## src/sv/tiac_pkg.sv

```systemverilog
package tiac_pkg;

  // Telnet protocol bytes
  localparam logic [7:0] TN_IAC  = 8'd255;
  localparam logic [7:0] TN_WILL = 8'd251;
  localparam logic [7:0] TN_WONT = 8'd252;
  localparam logic [7:0] TN_DO   = 8'd253;
  localparam logic [7:0] TN_DONT = 8'd254;

  // Input commands
  localparam logic [1:0] CMD_BYTE  = 2'd0;
  localparam logic [1:0] CMD_READ  = 2'd1;
  localparam logic [1:0] CMD_CLOSE = 2'd2;

  // Result kinds
  localparam logic [1:0] KIND_REPLY  = 2'd0;
  localparam logic [1:0] KIND_DATA   = 2'd1;
  localparam logic [1:0] KIND_EMPTY  = 2'd2;
  localparam logic [1:0] KIND_REFUSE = 2'd3;

  // Job queue between parser and result stage
  localparam int QDEPTH = 4;
  localparam int QAW    = $clog2(QDEPTH);
  localparam int QLW    = $clog2(QDEPTH + 1);

  typedef struct packed {
    logic [1:0] cmd;
    logic [7:0] net_byte;
  } item_t;

  typedef struct packed {
    logic [1:0] kind;
    logic [7:0] out_byte;
    logic       last;
  } result_t;

  typedef enum logic [1:0] {
    JOB_REPLY  = 2'd0,
    JOB_DATA   = 2'd1,
    JOB_EMPTY  = 2'd2,
    JOB_REFUSE = 2'd3
  } job_op_e;

  typedef struct packed {
    job_op_e    op;
    logic [7:0] arg;   // option byte or data byte
    logic       dont;  // reply with DONT, else WONT
  } job_t;

  typedef enum logic [4:0] {
    PS_NORMAL = 5'b00001,
    PS_IAC    = 5'b00010,
    PS_DONT   = 5'b00100,
    PS_WONT   = 5'b01000,
    PS_SKIP   = 5'b10000
  } parse_state_t;

endpackage

```

## src/sv/telnet_iac_filter_with_rx_fifo.sv

```systemverilog
// Telnet receive filter. Each input word carries a command: a network byte,
// a read of one stored character, or a close. Plain data bytes and escaped
// IAC IAC pairs are stored in a ring FIFO of FIFO_DEPTH entries holding up
// to FIFO_DEPTH-1 bytes; IAC WILL x is answered with IAC DONT x and IAC DO x
// with IAC WONT x as three reply words, IAC WONT/DONT x drop x, and other
// IAC commands are dropped. A read returns one data word or an empty word.
// A byte that would overflow the FIFO is refused with one word and must be
// resent; the parser holds its state for it. Close resets the parser and
// empties the FIFO without producing a word. Throughput is one input word
// per cycle while in_ready is high: the parser and FIFO update together,
// and results go through a four-entry job queue to an output register
// that emits one word per cycle while out_ready is high, so an option
// reply takes three output words. in_ready drops only when the job
// queue, counting the job staged behind the FIFO read port, is full. A
// read result passes the staging register, job queue and output register.
module telnet_iac_filter_with_rx_fifo import tiac_pkg::*; #(
  parameter int FIFO_DEPTH = 16
) (
  input  logic    clk,
  input  logic    rst,
  input  logic    in_valid,
  output logic    in_ready,
  input  item_t   in_data,
  output logic    out_valid,
  input  logic    out_ready,
  output result_t out_data
);

  logic           q_push;
  job_t           q_job;
  logic           q_pop;
  logic           head_valid;
  job_t           head_job;
  logic [QLW-1:0] q_level;

  // Parse, update FIFO, stage jobs that produce results
  tiac_front #(
    .FIFO_DEPTH (FIFO_DEPTH)
  ) u_front (
    .clk      (clk),
    .rst      (rst),
    .in_valid (in_valid),
    .in_ready (in_ready),
    .in_data  (in_data),
    .q_level  (q_level),
    .q_push   (q_push),
    .q_job    (q_job)
  );

  // Decouple parser from output stalls
  tiac_queue u_queue (
    .clk        (clk),
    .rst        (rst),
    .push       (q_push),
    .push_job   (q_job),
    .pop        (q_pop),
    .head_valid (head_valid),
    .head_job   (head_job),
    .level      (q_level)
  );

  // Expand each job into its result words
  tiac_back u_back (
    .clk        (clk),
    .rst        (rst),
    .head_valid (head_valid),
    .head_job   (head_job),
    .pop        (q_pop),
    .out_valid  (out_valid),
    .out_ready  (out_ready),
    .out_data   (out_data)
  );

endmodule

```

## src/sv/tiac_front.sv

```systemverilog
module tiac_front import tiac_pkg::*; #(
  parameter int FIFO_DEPTH = 16
) (
  input  logic           clk,
  input  logic           rst,
  input  logic           in_valid,
  output logic           in_ready,
  input  item_t          in_data,
  input  logic [QLW-1:0] q_level,
  output logic           q_push,
  output job_t           q_job
);

  localparam int AW = (FIFO_DEPTH > 1) ? $clog2(FIFO_DEPTH) : 1;
  localparam logic [AW-1:0] PTR_LAST = AW'(FIFO_DEPTH - 1);

  function automatic logic [AW-1:0] ptr_inc(input logic [AW-1:0] p);
    return (p == PTR_LAST) ? '0 : p + AW'(1);
  endfunction

  logic [7:0]    mem [FIFO_DEPTH];
  logic [7:0]    mem_q;

  parse_state_t  state, state_next;
  logic [AW-1:0] wr_ptr, wr_ptr_next;
  logic [AW-1:0] rd_ptr, rd_ptr_next;
  logic          s_valid;
  job_t          s_job;

  logic          accept;
  logic          full;
  logic          push_en;
  logic          pop_en;
  logic          gen;
  job_t          gen_job;

  // Count the staged job against queue space so a push always fits
  assign in_ready = ({1'b0, q_level} + (QLW + 1)'(s_valid)) < (QLW + 1)'(QDEPTH);
  assign accept   = in_valid && in_ready;
  assign full     = (ptr_inc(wr_ptr) == rd_ptr);

  always_comb begin
    state_next  = state;
    wr_ptr_next = wr_ptr;
    rd_ptr_next = rd_ptr;
    push_en     = 1'b0;
    pop_en      = 1'b0;
    gen         = 1'b0;
    gen_job     = '{op: JOB_REFUSE, arg: 8'd0, dont: 1'b0};
    if (accept) begin
      case (in_data.cmd)
        CMD_READ: begin
          gen = 1'b1;
          if (rd_ptr != wr_ptr) begin
            pop_en      = 1'b1;
            rd_ptr_next = ptr_inc(rd_ptr);
            gen_job.op  = JOB_DATA;
          end else begin
            gen_job.op  = JOB_EMPTY;
          end
        end
        CMD_CLOSE: begin
          state_next  = PS_NORMAL;
          wr_ptr_next = '0;
          rd_ptr_next = '0;
        end
        CMD_BYTE: begin
          case (state)
            PS_NORMAL: begin
              if (full) begin
                gen = 1'b1;
              end else if (in_data.net_byte == TN_IAC) begin
                state_next = PS_IAC;
              end else begin
                push_en = 1'b1;
              end
            end
            PS_IAC: begin
              if (in_data.net_byte == TN_WILL) begin
                state_next = PS_DONT;
              end else if (in_data.net_byte == TN_DO) begin
                state_next = PS_WONT;
              end else if (in_data.net_byte == TN_WONT || in_data.net_byte == TN_DONT) begin
                state_next = PS_SKIP;
              end else if (in_data.net_byte == TN_IAC) begin
                // hold in IAC when full so the resent byte completes the pair
                if (full) begin
                  gen = 1'b1;
                end else begin
                  push_en    = 1'b1;
                  state_next = PS_NORMAL;
                end
              end else begin
                state_next = PS_NORMAL;
              end
            end
            PS_DONT, PS_WONT: begin
              gen          = 1'b1;
              gen_job.op   = JOB_REPLY;
              gen_job.arg  = in_data.net_byte;
              gen_job.dont = (state == PS_DONT);
              state_next   = PS_NORMAL;
            end
            default: begin
              state_next = PS_NORMAL;
            end
          endcase
          if (push_en) begin
            wr_ptr_next = ptr_inc(wr_ptr);
          end
        end
        default: begin
        end
      endcase
    end
  end

  always_ff @(posedge clk) begin
    if (rst) begin
      state   <= PS_NORMAL;
      wr_ptr  <= '0;
      rd_ptr  <= '0;
      s_valid <= 1'b0;
    end else begin
      state   <= state_next;
      wr_ptr  <= wr_ptr_next;
      rd_ptr  <= rd_ptr_next;
      s_valid <= gen;
    end
  end

  always_ff @(posedge clk) begin
    if (gen) begin
      s_job <= gen_job;
    end
  end

  always_ff @(posedge clk) begin
    if (push_en) begin
      mem[wr_ptr] <= in_data.net_byte;
    end
    if (pop_en) begin
      mem_q <= mem[rd_ptr];
    end
  end

  assign q_push = s_valid;

  always_comb begin
    q_job = s_job;
    if (s_job.op == JOB_DATA) begin
      q_job.arg = mem_q;
    end
  end

endmodule

```

## src/sv/tiac_queue.sv

```systemverilog
module tiac_queue import tiac_pkg::*; (
  input  logic           clk,
  input  logic           rst,
  input  logic           push,
  input  job_t           push_job,
  input  logic           pop,
  output logic           head_valid,
  output job_t           head_job,
  output logic [QLW-1:0] level
);

  job_t           slots [QDEPTH];
  logic [QAW-1:0] wr_idx;
  logic [QAW-1:0] rd_idx;

  assign head_valid = (level != '0);
  assign head_job   = slots[rd_idx];

  always_ff @(posedge clk) begin
    if (rst) begin
      wr_idx <= '0;
      rd_idx <= '0;
      level  <= '0;
    end else begin
      if (push) begin
        wr_idx <= wr_idx + QAW'(1);
      end
      if (pop) begin
        rd_idx <= rd_idx + QAW'(1);
      end
      level <= level + QLW'(push) - QLW'(pop);
    end
  end

  always_ff @(posedge clk) begin
    if (push) begin
      slots[wr_idx] <= push_job;
    end
  end

endmodule

```

## src/sv/tiac_back.sv

```systemverilog
module tiac_back import tiac_pkg::*; (
  input  logic    clk,
  input  logic    rst,
  input  logic    head_valid,
  input  job_t    head_job,
  output logic    pop,
  output logic    out_valid,
  input  logic    out_ready,
  output result_t out_data
);

  logic [1:0] idx;
  logic       load;
  logic       final_word;
  result_t    word;

  always_comb begin
    word       = '{kind: KIND_REFUSE, out_byte: 8'd0, last: 1'b1};
    final_word = 1'b1;
    case (head_job.op)
      JOB_REPLY: begin
        word.kind = KIND_REPLY;
        case (idx)
          2'd0: begin
            word.out_byte = TN_IAC;
            word.last     = 1'b0;
            final_word    = 1'b0;
          end
          2'd1: begin
            word.out_byte = head_job.dont ? TN_DONT : TN_WONT;
            word.last     = 1'b0;
            final_word    = 1'b0;
          end
          default: begin
            word.out_byte = head_job.arg;
          end
        endcase
      end
      JOB_DATA: begin
        word.kind     = KIND_DATA;
        word.out_byte = head_job.arg;
      end
      JOB_EMPTY: begin
        word.kind = KIND_EMPTY;
      end
      default: begin
      end
    endcase
  end

  assign load = head_valid && (!out_valid || out_ready);
  assign pop  = load && final_word;

  always_ff @(posedge clk) begin
    if (rst) begin
      out_valid <= 1'b0;
      idx       <= 2'd0;
    end else begin
      if (load) begin
        out_valid <= 1'b1;
        idx       <= final_word ? 2'd0 : idx + 2'd1;
      end else if (out_ready) begin
        out_valid <= 1'b0;
      end
    end
  end

  always_ff @(posedge clk) begin
    if (load) begin
      out_data <= word;
    end
  end

endmodule

```

## config.mk

```make
export PLATFORM = sky130hd
export DESIGN_NAME = telnet_iac_filter_with_rx_fifo
export DESIGN_NICKNAME = d
export VERILOG_FILES = /design/src/sv/tiac_pkg.sv /design/src/sv/telnet_iac_filter_with_rx_fifo.sv /design/src/sv/tiac_front.sv /design/src/sv/tiac_queue.sv /design/src/sv/tiac_back.sv
export SDC_FILE = /design/constraint.sdc
export NUM_CORES = 1
export LEC_CHECK = 0
export CAP_MARGIN = 20
export CORE_MARGIN = 1
export CORE_UTILIZATION = 50
export DETAILED_ROUTE_END_ITERATION = 10
export DONT_BUFFER_PORTS = 1
export HOLD_SLACK_MARGIN = 0.12
export SYNTH_ARGS = -nofsm -noshare
export SYNTH_HDL_FRONTEND = slang
export SYNTH_SLANG_ARGS = --single-unit
export TNS_END_PERCENT = 100
```

## constraint.sdc

```tcl
create_clock -name clk -period 7.6 [get_ports clk]
set_clock_uncertainty 0.05 [all_clocks]
set_input_delay 0 -clock clk [delete_from_list [all_inputs] [get_ports clk]]
set_output_delay 0 -clock clk [all_outputs]
set_load 0.02 [all_outputs]
```

==> impl_metrics.tcl, run 1 <==
set metrics [dict create \
    die-area_um2 19200 \
    maxCapViolations 0 \
    rsz0062_at_grt "no" \
    fin_crit_ps 3980 \
    total_power_mw 2.86 \
    multiInputGateArea_um2 2550 \
    vias 4716 \
    hp-class "in -> reg" \
    synth_area_um2 9340 \
    crit_path_cell_trace "ha_1 > o211a_1 > o22ai_1 > nand3b_1 > dlygate4sd3_1 > nor4_1 > dlygate4sd3_1 > nand2_1 > o22ai_1 > dlygate4sd3_1" \
    grt_pass1_wl_um 29500 \
    end_kind "flop" \
    grt_pass1_vias 4956 \
    synth_seq_cells 228 \
    clock_latency_ps 510 \
    avgSynthCellArea_um2 17.6 \
    path_class "reg -> reg" \
    die_x_um 139 \
    maxSlewViolCount 0 \
    fin_setup_tns_ps 0 \
    clkSlewWorstSetupHoldPaths_ps 60 \
    port_buffers 0 \
    critPathMostFrequentCell "dlygate4sd3_1" \
    tightestPinTransition_ps 1040 \
    overflow 0 \
    finalWirelength_um 18700 \
    cts_buffers 24 \
    synth_nets 561 \
    yosys-top-cells-area "edfxtp_1, mux4_2, dfxtp_1" \
    htree_levels 1 \
    violations "DRC" \
    clk_path_buf_depth 3 \
    fmax_mhz 251 \
    viasPerCell 5.84 \
    drt-initial-drc-count 241 \
    grt_start_max_net_pins 39 \
    dp_cells 741 \
    ys_warn_count 0 \
    post-route-util 0.577 \
    synth_edf_count 202 \
    worstPathMaxFanout 5 \
    hold_slack_ps 161 \
    area_delta_synth_final_pct 12.1 \
    synth_area_leader_cell "edfxtp_1" \
    status "complete, but fails checks" \
    max_slew_margin 0.305 \
    cts_tree "yes" \
    die_y_um 139 \
    powerDensity_nw_per_um2 273 \
    critPathRequiredTime_ps 7990 \
    synth_most_common_cell "edfxtp_1" \
    place_congestion 0.812 \
    hpwl_um 12000 \
    worstPathArrival_ps 4380 \
    ir_drop_mv 0.200 \
    seq_area_frac_synth 0.705 \
    netlist_instances 532 \
    diodes 0 \
    crit_slowest_cell "dlygate4sd3_1" \
    cts_root_buffer "clkbuf_16" \
    nets 590 \
    synthArstFlopShare 0 \
    min_period_over_period 0.524 \
    track_usage 0.205 \
    synthTopCellsByCount "edfxtp_1, mux4_2, nor2_1, dfxtp_1, inv_1" \
    drive_above_1_share 0.171 \
    drcViolationCount 2 \
    rows 49 \
    postCtsSetupBuffers 0 \
    synth_cell_types 55 \
    postRouteAntennaNets 0 \
    critPathMaxStageDelay_ps 640 \
    coreArea_um2 18100 \
    fillCellCount 1374 \
    synth_top_area_share 0.649 \
    start_kind "flop" \
    instances_no_fill 807 \
    start_util 0.515 \
    firstDrtPassIters 7 \
    clkSinkCount 228 \
    pin_count 27 \
    avgRoutedWirePerCell_um 23.2 \
    synth_ff_type "edfxtp_1" \
    p_leak_nw 3.37 \
    regArea_um2 6590 \
    setup_viol 0 \
    finalHoldViolCount 0 \
    antenna_found_initial 0 \
]
## registers in the layout, indices dropped and copies added, names as in the netlist, 2 cells and up, named ones only
name             cells
u_front.mem        128
u_queue.slots       44
u_back.out_data     11
u_front.mem_q        8
u_front.s_job        8
u_front.state        5
u_front.rd_ptr       4
u_front.wr_ptr       4
u_front.q_job        3
u_queue.level        3
u_back.idx           2
u_queue.rd_idx       2
u_queue.wr_idx       2
## path summary, 6_finish.rpt
kind                            cells past startpoint                   startpoint                         endpoint  slack [ps]
worst min-delay path                                1                   in_data[8]  u_front.q_job[10]$_SDFFCE_PN1P_         160
worst max register to register                     10  u_queue.level[1]$_SDFF_PP0_    u_front.state[4]$_SDFFE_PP0P_        3620
worst max-delay path                               10  u_queue.level[1]$_SDFF_PP0_    u_front.state[4]$_SDFFE_PP0P_        3620
worst min register to register                      2   u_back.idx[1]$_SDFFE_PP0P_       u_back.idx[1]$_SDFFE_PP0P_         460
## final cells by class
class                   count  area share
clock inverters             9     0.00442
inverters                  23     0.00825
repair buffers             26      0.0227
flip-flops and latches    228       0.629
clock buffers              34      0.0639
multi-input cells         258       0.244
well taps                 229      0.0274
## metrics by stage
step | area, µm² | setup WS [ps]
floorplan | 9340 | 4620
global placement | 9540 | 4040
detailed placement | 9540 | 3950
CTS | 10400 | 3630
global route | 10500 | 3410
finish | 10500 | 3620
## per-layer routing
layer | GRT usage | routed length, µm | vias to the layer above | share of wire
met2 | 0.351 | 9520 | 129 | 0.51
met1 | 0.266 | 7590 | 2403 | 0.41
met3 | 0.0345 | 992 | 41 | 0.053
met4 | 0.0743 | 606 | 0 | 0.032
li1 | - | - | 2143 | -
met5 | 0 | 0 | - | 0
## what timing repair did
action,4_1_cts,5_1_grt
hold endpoints to repair,184,4
setup endpoints to repair,0,0
gates resized for setup,0,0
hold buffers,18,1
## logic make-up (layout without fill, tap and decap cells)
kind of cell	after synthesis	count (layout)	share of synthesized area
DFF	228	228	0.705
muxes	61	61	0.139
and+or+nand+nor	127	127	0.0705
AOI/OAI and AO/OA	41	41	0.0305
adders and majority gates	15	15	0.0209
buffers and inverters	46	92	0.0213
xor gates and xnor gates	14	14	0.0131
## critical path, delay by kind of cell (launching register included)
family / cells / cell delay, ps
flip-flops: 1 / 360
AND/OR/NAND/NOR: 3 / 540
buffers and inverters: 3 / 1840
adder cells (fa/ha/maj): 1 / 240
AO/OA/AOI/OAI: 3 / 890
## power by group
part	leakage, nW	switching, mW	internal (mW)
registers	2.04	0.0843	1.44
clock network	0.355	0.445	0.612
logic	0.976	0.153	0.122
total	3.37	0.683	2.18
## cells in the final DEF, fill, tap and decap left out, types with 4 or more instances in the layout
cell type and count:
and2_1 16, nor4_1 5, dlygate4sd3_1 19, nand3_1 4, mux2_2 9, nor2_1 36
nand2_1 20, dfxtp_1 25, nor3_1 13, nand4_1 4, clkinv_2 6, nand2b_1 8
xnor2_1 7, inv_1 23, clkbuf_16 25, edfxtp_1 202, clkbuf_1 8, mux4_2 42
ha_1 14, xor2_1 7, o21ai_0 10, mux4_1 9, o2bb2ai_1 4, a21oi_1 8
No activity file was read; power rests on OpenSTA's default activity.
==> run 2, diff against run 1 <==
Settings changed: PLACE_DENSITY set to 0.68.
Clock period 7.6 ns to 3.55 ns, I/O delays scaled along.
==> impl_metrics.tcl, run 2 (synthesized netlist as in run 1, its figures left out) <==
set metrics [dict create \
    status "complete, but fails checks" \
    violations "DRC" \
    path_class "in -> reg" \
    cts_tree "yes" \
    placed_area_um2 9730 \
    die-area_um2 19200 \
    fin_area_um2 10700 \
    power.share.clock 0.391 \
    largest_register_ffs 128 \
    comb_power_share 0.099 \
    setup_ws_ps 83.9 \
    largest-register "u_front.mem" \
    maxSlewViolCount 0 \
    area_delta_synth_final_pct 14.5 \
    finalWirelength_um 17600 \
    drive_above_1_share 0.208 \
    p_leak_nw 3.51 \
    final_cell_mix "edfxtp_1, mux4_2, nor2_1, buf_4" \
    p_switching_mw 1.52 \
    start_kind "input pin" \
    reg_top3 "u_front.mem x128, u_queue.slots x44, u_back.out_data x11" \
    maxCapViolations 0 \
    clock_latency_ps 520 \
    pin_count 27 \
    cts_buffers 24 \
    overflow 0 \
    start_util 0.515 \
    vias 4795 \
    drcViolationCount 3 \
    track_usage 0.190 \
    hold_slack_ps 116 \
    clkSlewWorstSetupHoldPaths_ps 60 \
    powerDensity_nw_per_um2 594 \
    fin_crit_ps 3470 \
    place_congestion 0.855 \
    nets 609 \
    tightestPinTransition_ps 997 \
    rows 49 \
    port_buffers 0 \
    antenna_found_initial 0 \
    cts_root_buffer "clkbuf_16" \
    avgRoutedWirePerCell_um 21.3 \
    htree_levels 1 \
    diodes 0 \
    ir_drop_mv 0.430 \
    internal_power_mw 4.84 \
    fmax_mhz 289 \
    setup_viol 0 \
    critPathRequiredTime_ps 3900 \
    rsz0062_at_grt "no" \
    fin_setup_tns_ps 0 \
    end_kind "flop" \
    place_ws_ps 350 \
    clk_path_buf_depth 3 \
    switching_share 0.239 \
    finalHoldViolCount 0 \
    max_slew_margin 0.333 \
    hpwl_um 11500 \
    postRouteAntennaNets 0 \
    clkSinkCount 228 \
    die_y_um 139 \
    hp-class "in -> reg" \
    grt_pass1_wl_um 27700 \
    coreArea_um2 18100 \
    die_x_um 139 \
    drt-initial-drc-count 363 \
    worstPathArrival_ps 3810 \
    viasPerCell 5.81 \
    mostFrequentLayoutCell "edfxtp_1" \
    grt_pass1_vias 4977 \
    min_period_over_period 0.976 \
    pwr-share-seq 0.510 \
    grt_start_max_net_pins 37 \
    worstPathMaxFanout 22 \
    firstDrtPassIters 8 \
]
run 2: changes by cell type in the layout (fill, tap and decap cells not counted), moves of 2 or more:
cell and delta:
buf_4 +25, buf_2 -2, bufinv_16 +2, clkbuf_1 -2
clkbuf_4 -2, clkinv_1 -2, clkinv_2 -2, dlygate4sd3_1 -2
run 2: cell type report:
cell class	instances	area (µm²)
Multi-Input combinational cell	258	2550
Inverter	23	86.3
Clock inverter	11	133
Clock buffer	32	662
Timing Repair Buffer	45	380
Fill cell	1347	7460
Tap cell	229	287
Sequential cell	228	6590
run 2: power groups by stage:
stage / combinational (mW) / sequential, mW / clock (mW)
floorplan: 0.480 / 3.28 / 0
global placement: 0.567 / 3.29 / 0
detailed placement: 0.587 / 3.30 / 0
CTS: 0.640 / 3.24 / 2.52
global route: 0.694 / 3.25 / 2.63
finish: 0.628 / 3.24 / 2.49
run 2: worst paths after layout:
path / start / endpoint / slack (ps) / depth (start not counted)
setup reg to reg: u_queue.level[1]$_SDFF_PP0_ / u_front.state[4]$_SDFFE_PP0P_ / 220 / 10
setup / recovery: in_data[2] / u_front.state[4]$_SDFFE_PP0P_ / 80 / 9
hold reg to reg: u_front.q_job[0]$_SDFFCE_PN0P_ / u_queue.slots[2][0]$_DFFE_PP_ / 470 / 0
hold / removal: in_data[8] / u_front.q_push$_SDFF_PP0_ / 120 / 2
run 2: timing repair:
item / CTS / global route
hold endpoints to repair: 312 / 0
hold buffers: 17 / 0
buffers inserted: 0 / 0
gates resized for setup: 0 / 0
run 2: worst max-delay path, cell delays in order:
cell           delay (ps)
dlygate4sd3_1        1190
nand4_1               230
or4b_1                560
a21oi_1               290
nor4_1                100
dlygate4sd3_1         610
nand2_1               110
o22ai_1               100
dlygate4sd3_1         610
run 2: per-stage QoR:
stage | std cells | utilization | power, mW
floorplan | 532 | - | 3.76
global placement | 766 | 0.536 | 3.86
detailed placement | 766 | 0.536 | 3.89
CTS | 826 | 0.589 | 6.40
global route | 826 | 0.589 | 6.58
finish | 826 | 0.589 | 6.35
run 2: metal layers:
layer | vias up | GRT usage | routed length [µm]
met1 | 2426 | 0.238 | 7120
met5 | - | 0.0150 | 0
met2 | 136 | 0.331 | 9040
met4 | 0 | 0.0807 | 712
li1 | 2184 | - | -
met3 | 49 | 0.0297 | 696
==> run 3, diff against run 2 <==
Settings changed: PLACE_DENSITY 0.68 to unset.
Clock period 3.55 ns to 3.65 ns, I/O delays scaled along.
==> impl_metrics.tcl, run 3 (synthesized netlist as in run 1, its figures left out) <==
set metrics [dict create \
    placed_area_um2 9670 \
    grt_start_max_net_pins 38 \
    viasPerCell 5.78 \
    path_class "reg -> reg" \
    total_power_mw 6.06 \
    antenna_found_initial 1 \
    postRouteAntennaNets 0 \
    clk_path_buf_depth 3 \
    crit_slowest_cell "dlygate4sd3_1" \
    die_y_um 139 \
    hold_start "in_data[8]" \
    crit_path_cell_trace "buf_6 > xor2_1 > o41ai_1 > mux2_2 > dlygate4sd3_1 > or2_1 > a22oi_1 > dlygate4sd3_1 > nor2_1" \
    cts_buffers 24 \
    reg_top3 "u_front.mem x128, u_queue.slots x44, u_back.out_data x11" \
    powerDensity_nw_per_um2 571 \
    overflow 0 \
    port_buffers 0 \
    track_usage 0.192 \
    cts_root_buffer "clkbuf_16" \
    clock_latency_ps 510 \
    whs_endpoint "u_front.q_job[0]$_SDFFCE_PN0P_" \
    area_delta_synth_final_pct 13.5 \
    rsz0062_at_grt "no" \
    cts_tree "yes" \
    fin_area_um2 10600 \
    pin_count 27 \
    grt_pass1_vias 4936 \
    hold_slack_ps 150 \
    fillCellCount 1350 \
    nets 602 \
    setup_viol 0 \
    finalHoldViolCount 0 \
    critPathMaxStageDelay_ps 600 \
    vias 4747 \
    rrSetupSlack_ps 290 \
    start_kind "flop" \
    postCtsSetupBuffers 0 \
    setup_ws_ps 286 \
    htree_levels 1 \
    p_leak_nw 3.43 \
    reg2reg_to "u_front.rd_ptr[1]$_SDFFE_PP0P_" \
    clkSinkCount 228 \
    final_cell_mix "edfxtp_1, mux4_2, nor2_1, dfxtp_1, clkbuf_16" \
    ir_drop_mv 0.431 \
    avgRoutedWirePerCell_um 21.4 \
    place_congestion 0.825 \
    maxCapViolations 0 \
    hp-class "in -> reg" \
    critPathMostFrequentCell "dlygate4sd3_1" \
    place_ws_ps 540 \
    violations "DRC" \
    firstDrtPassIters 7 \
    mostFrequentLayoutCell "edfxtp_1" \
    die-area_um2 19200 \
    grt_pass1_wl_um 27900 \
    finalWirelength_um 17600 \
    end_kind "flop" \
    drive_above_1_share 0.190 \
    worstPathMaxFanout 37 \
    r2r-start "u_front.rd_ptr[0]$_SDFFE_PP0P_" \
    status "complete, but fails checks" \
    start_util 0.515 \
    drcViolationCount 2 \
    hpwl_um 11400 \
    die_x_um 139 \
    min_period_over_period 0.922 \
    clkSlewWorstSetupHoldPaths_ps 60 \
    worstPathArrival_ps 3740 \
    fin_setup_tns_ps 0 \
    largest_register_ffs 128 \
    rows 49 \
    maxSlewViolCount 0 \
    drt-initial-drc-count 234 \
    min_delay_path_depth 1 \
    max_slew_margin 0.392 \
    fmax_mhz 297 \
    tightestPinTransition_ps 908 \
    fin_crit_ps 3360 \
    critPathRequiredTime_ps 4030 \
    largest-register "u_front.mem" \
    coreArea_um2 18100 \
    rr_worst_depth 9 \
]
run 3: changes by cell type in the layout (fill, tap and decap cells not counted), sizes merged:
| cell | before | now |
|---|---|---|
| buf | 28 | 20 |
| clkinvlp | 1 | 4 |
| inv | 25 | 23 |
| bufinv | 2 | 1 |
| clkbuf | 32 | 33 |
| diode | 0 | 1 |
| dlygate4sd3 | 17 | 18 |
run 3: layout make-up:
cell class	count	area (µm²)	area share
repair buffers	38	334	0.0315
well taps	229	287	0.0270
clock inverters	11	85.1	0.00802
diodes	1	2.50	0.000236
clock buffers	33	666	0.0628
flip-flops and latches	228	6590	0.621
inverters	23	86.3	0.00814
multi-input cells	258	2550	0.241
run 3: report_power, final:
part	internal [mW]	switching (mW)	total, mW
clock	1.35	0.938	2.28
combinational	0.274	0.344	0.617
sequential	3.00	0.152	3.16
run 3: routing by layer:
layer | vias to the layer above | routed length, µm | track usage
li1 | 2172 | - | -
met1 | 2408 | 7300 | 0.246
met2 | 133 | 8970 | 0.333
met3 | 34 | 894 | 0.0376
met4 | 0 | 433 | 0.0544
met5 | - | 0 | 0
run 3: critical path: cells and delay by family, from the launching register on:
kind / cells / cell delay [ps]
flip-flops: 1 / 340
AND/OR/NAND/NOR: 2 / 290
multiplexers: 1 / 240
AO/OA/AOI/OAI: 2 / 630
XOR/XNOR: 1 / 170
buffers and inverters: 3 / 1580
run 3: timing repair:
item,CTS,global route
endpoints found under the setup margin,0,1
hold endpoints to repair,312,0
gates resized for setup,0,1
hold buffers,18,0
run 3: how the worst max path moves through the flow:
stage                                    from                             end  slack (ps)  cells after the start
2_1_floorplan     u_queue.level[1]$_SDFF_PP0_     u_front.mem[1][0]$_DFFE_PP_         670                      8
3_3_place_gp                             flop     u_queue.level[2]$_SDFF_PP0_         620                     10
3_5_place_dp   u_front.wr_ptr[0]$_SDFFE_PP0P_     u_front.mem[6][2]$_DFFE_PP_         540                      7
4_1_cts        u_front.rd_ptr[0]$_SDFFE_PP0P_  u_front.rd_ptr[1]$_SDFFE_PP0P_          80                      9
5_1_grt        u_front.rd_ptr[0]$_SDFFE_PP0P_  u_front.rd_ptr[1]$_SDFFE_PP0P_          70                      9
6_report       u_front.rd_ptr[0]$_SDFFE_PP0P_  u_front.rd_ptr[1]$_SDFFE_PP0P_         290                      9
run 3: metrics by stage:
stage,cells,util
2_1_floorplan,532,-
3_3_place_gp,758,0.533
3_5_place_dp,758,0.533
4_1_cts,820,0.584
5_1_grt,821,0.584
6_report,821,0.584
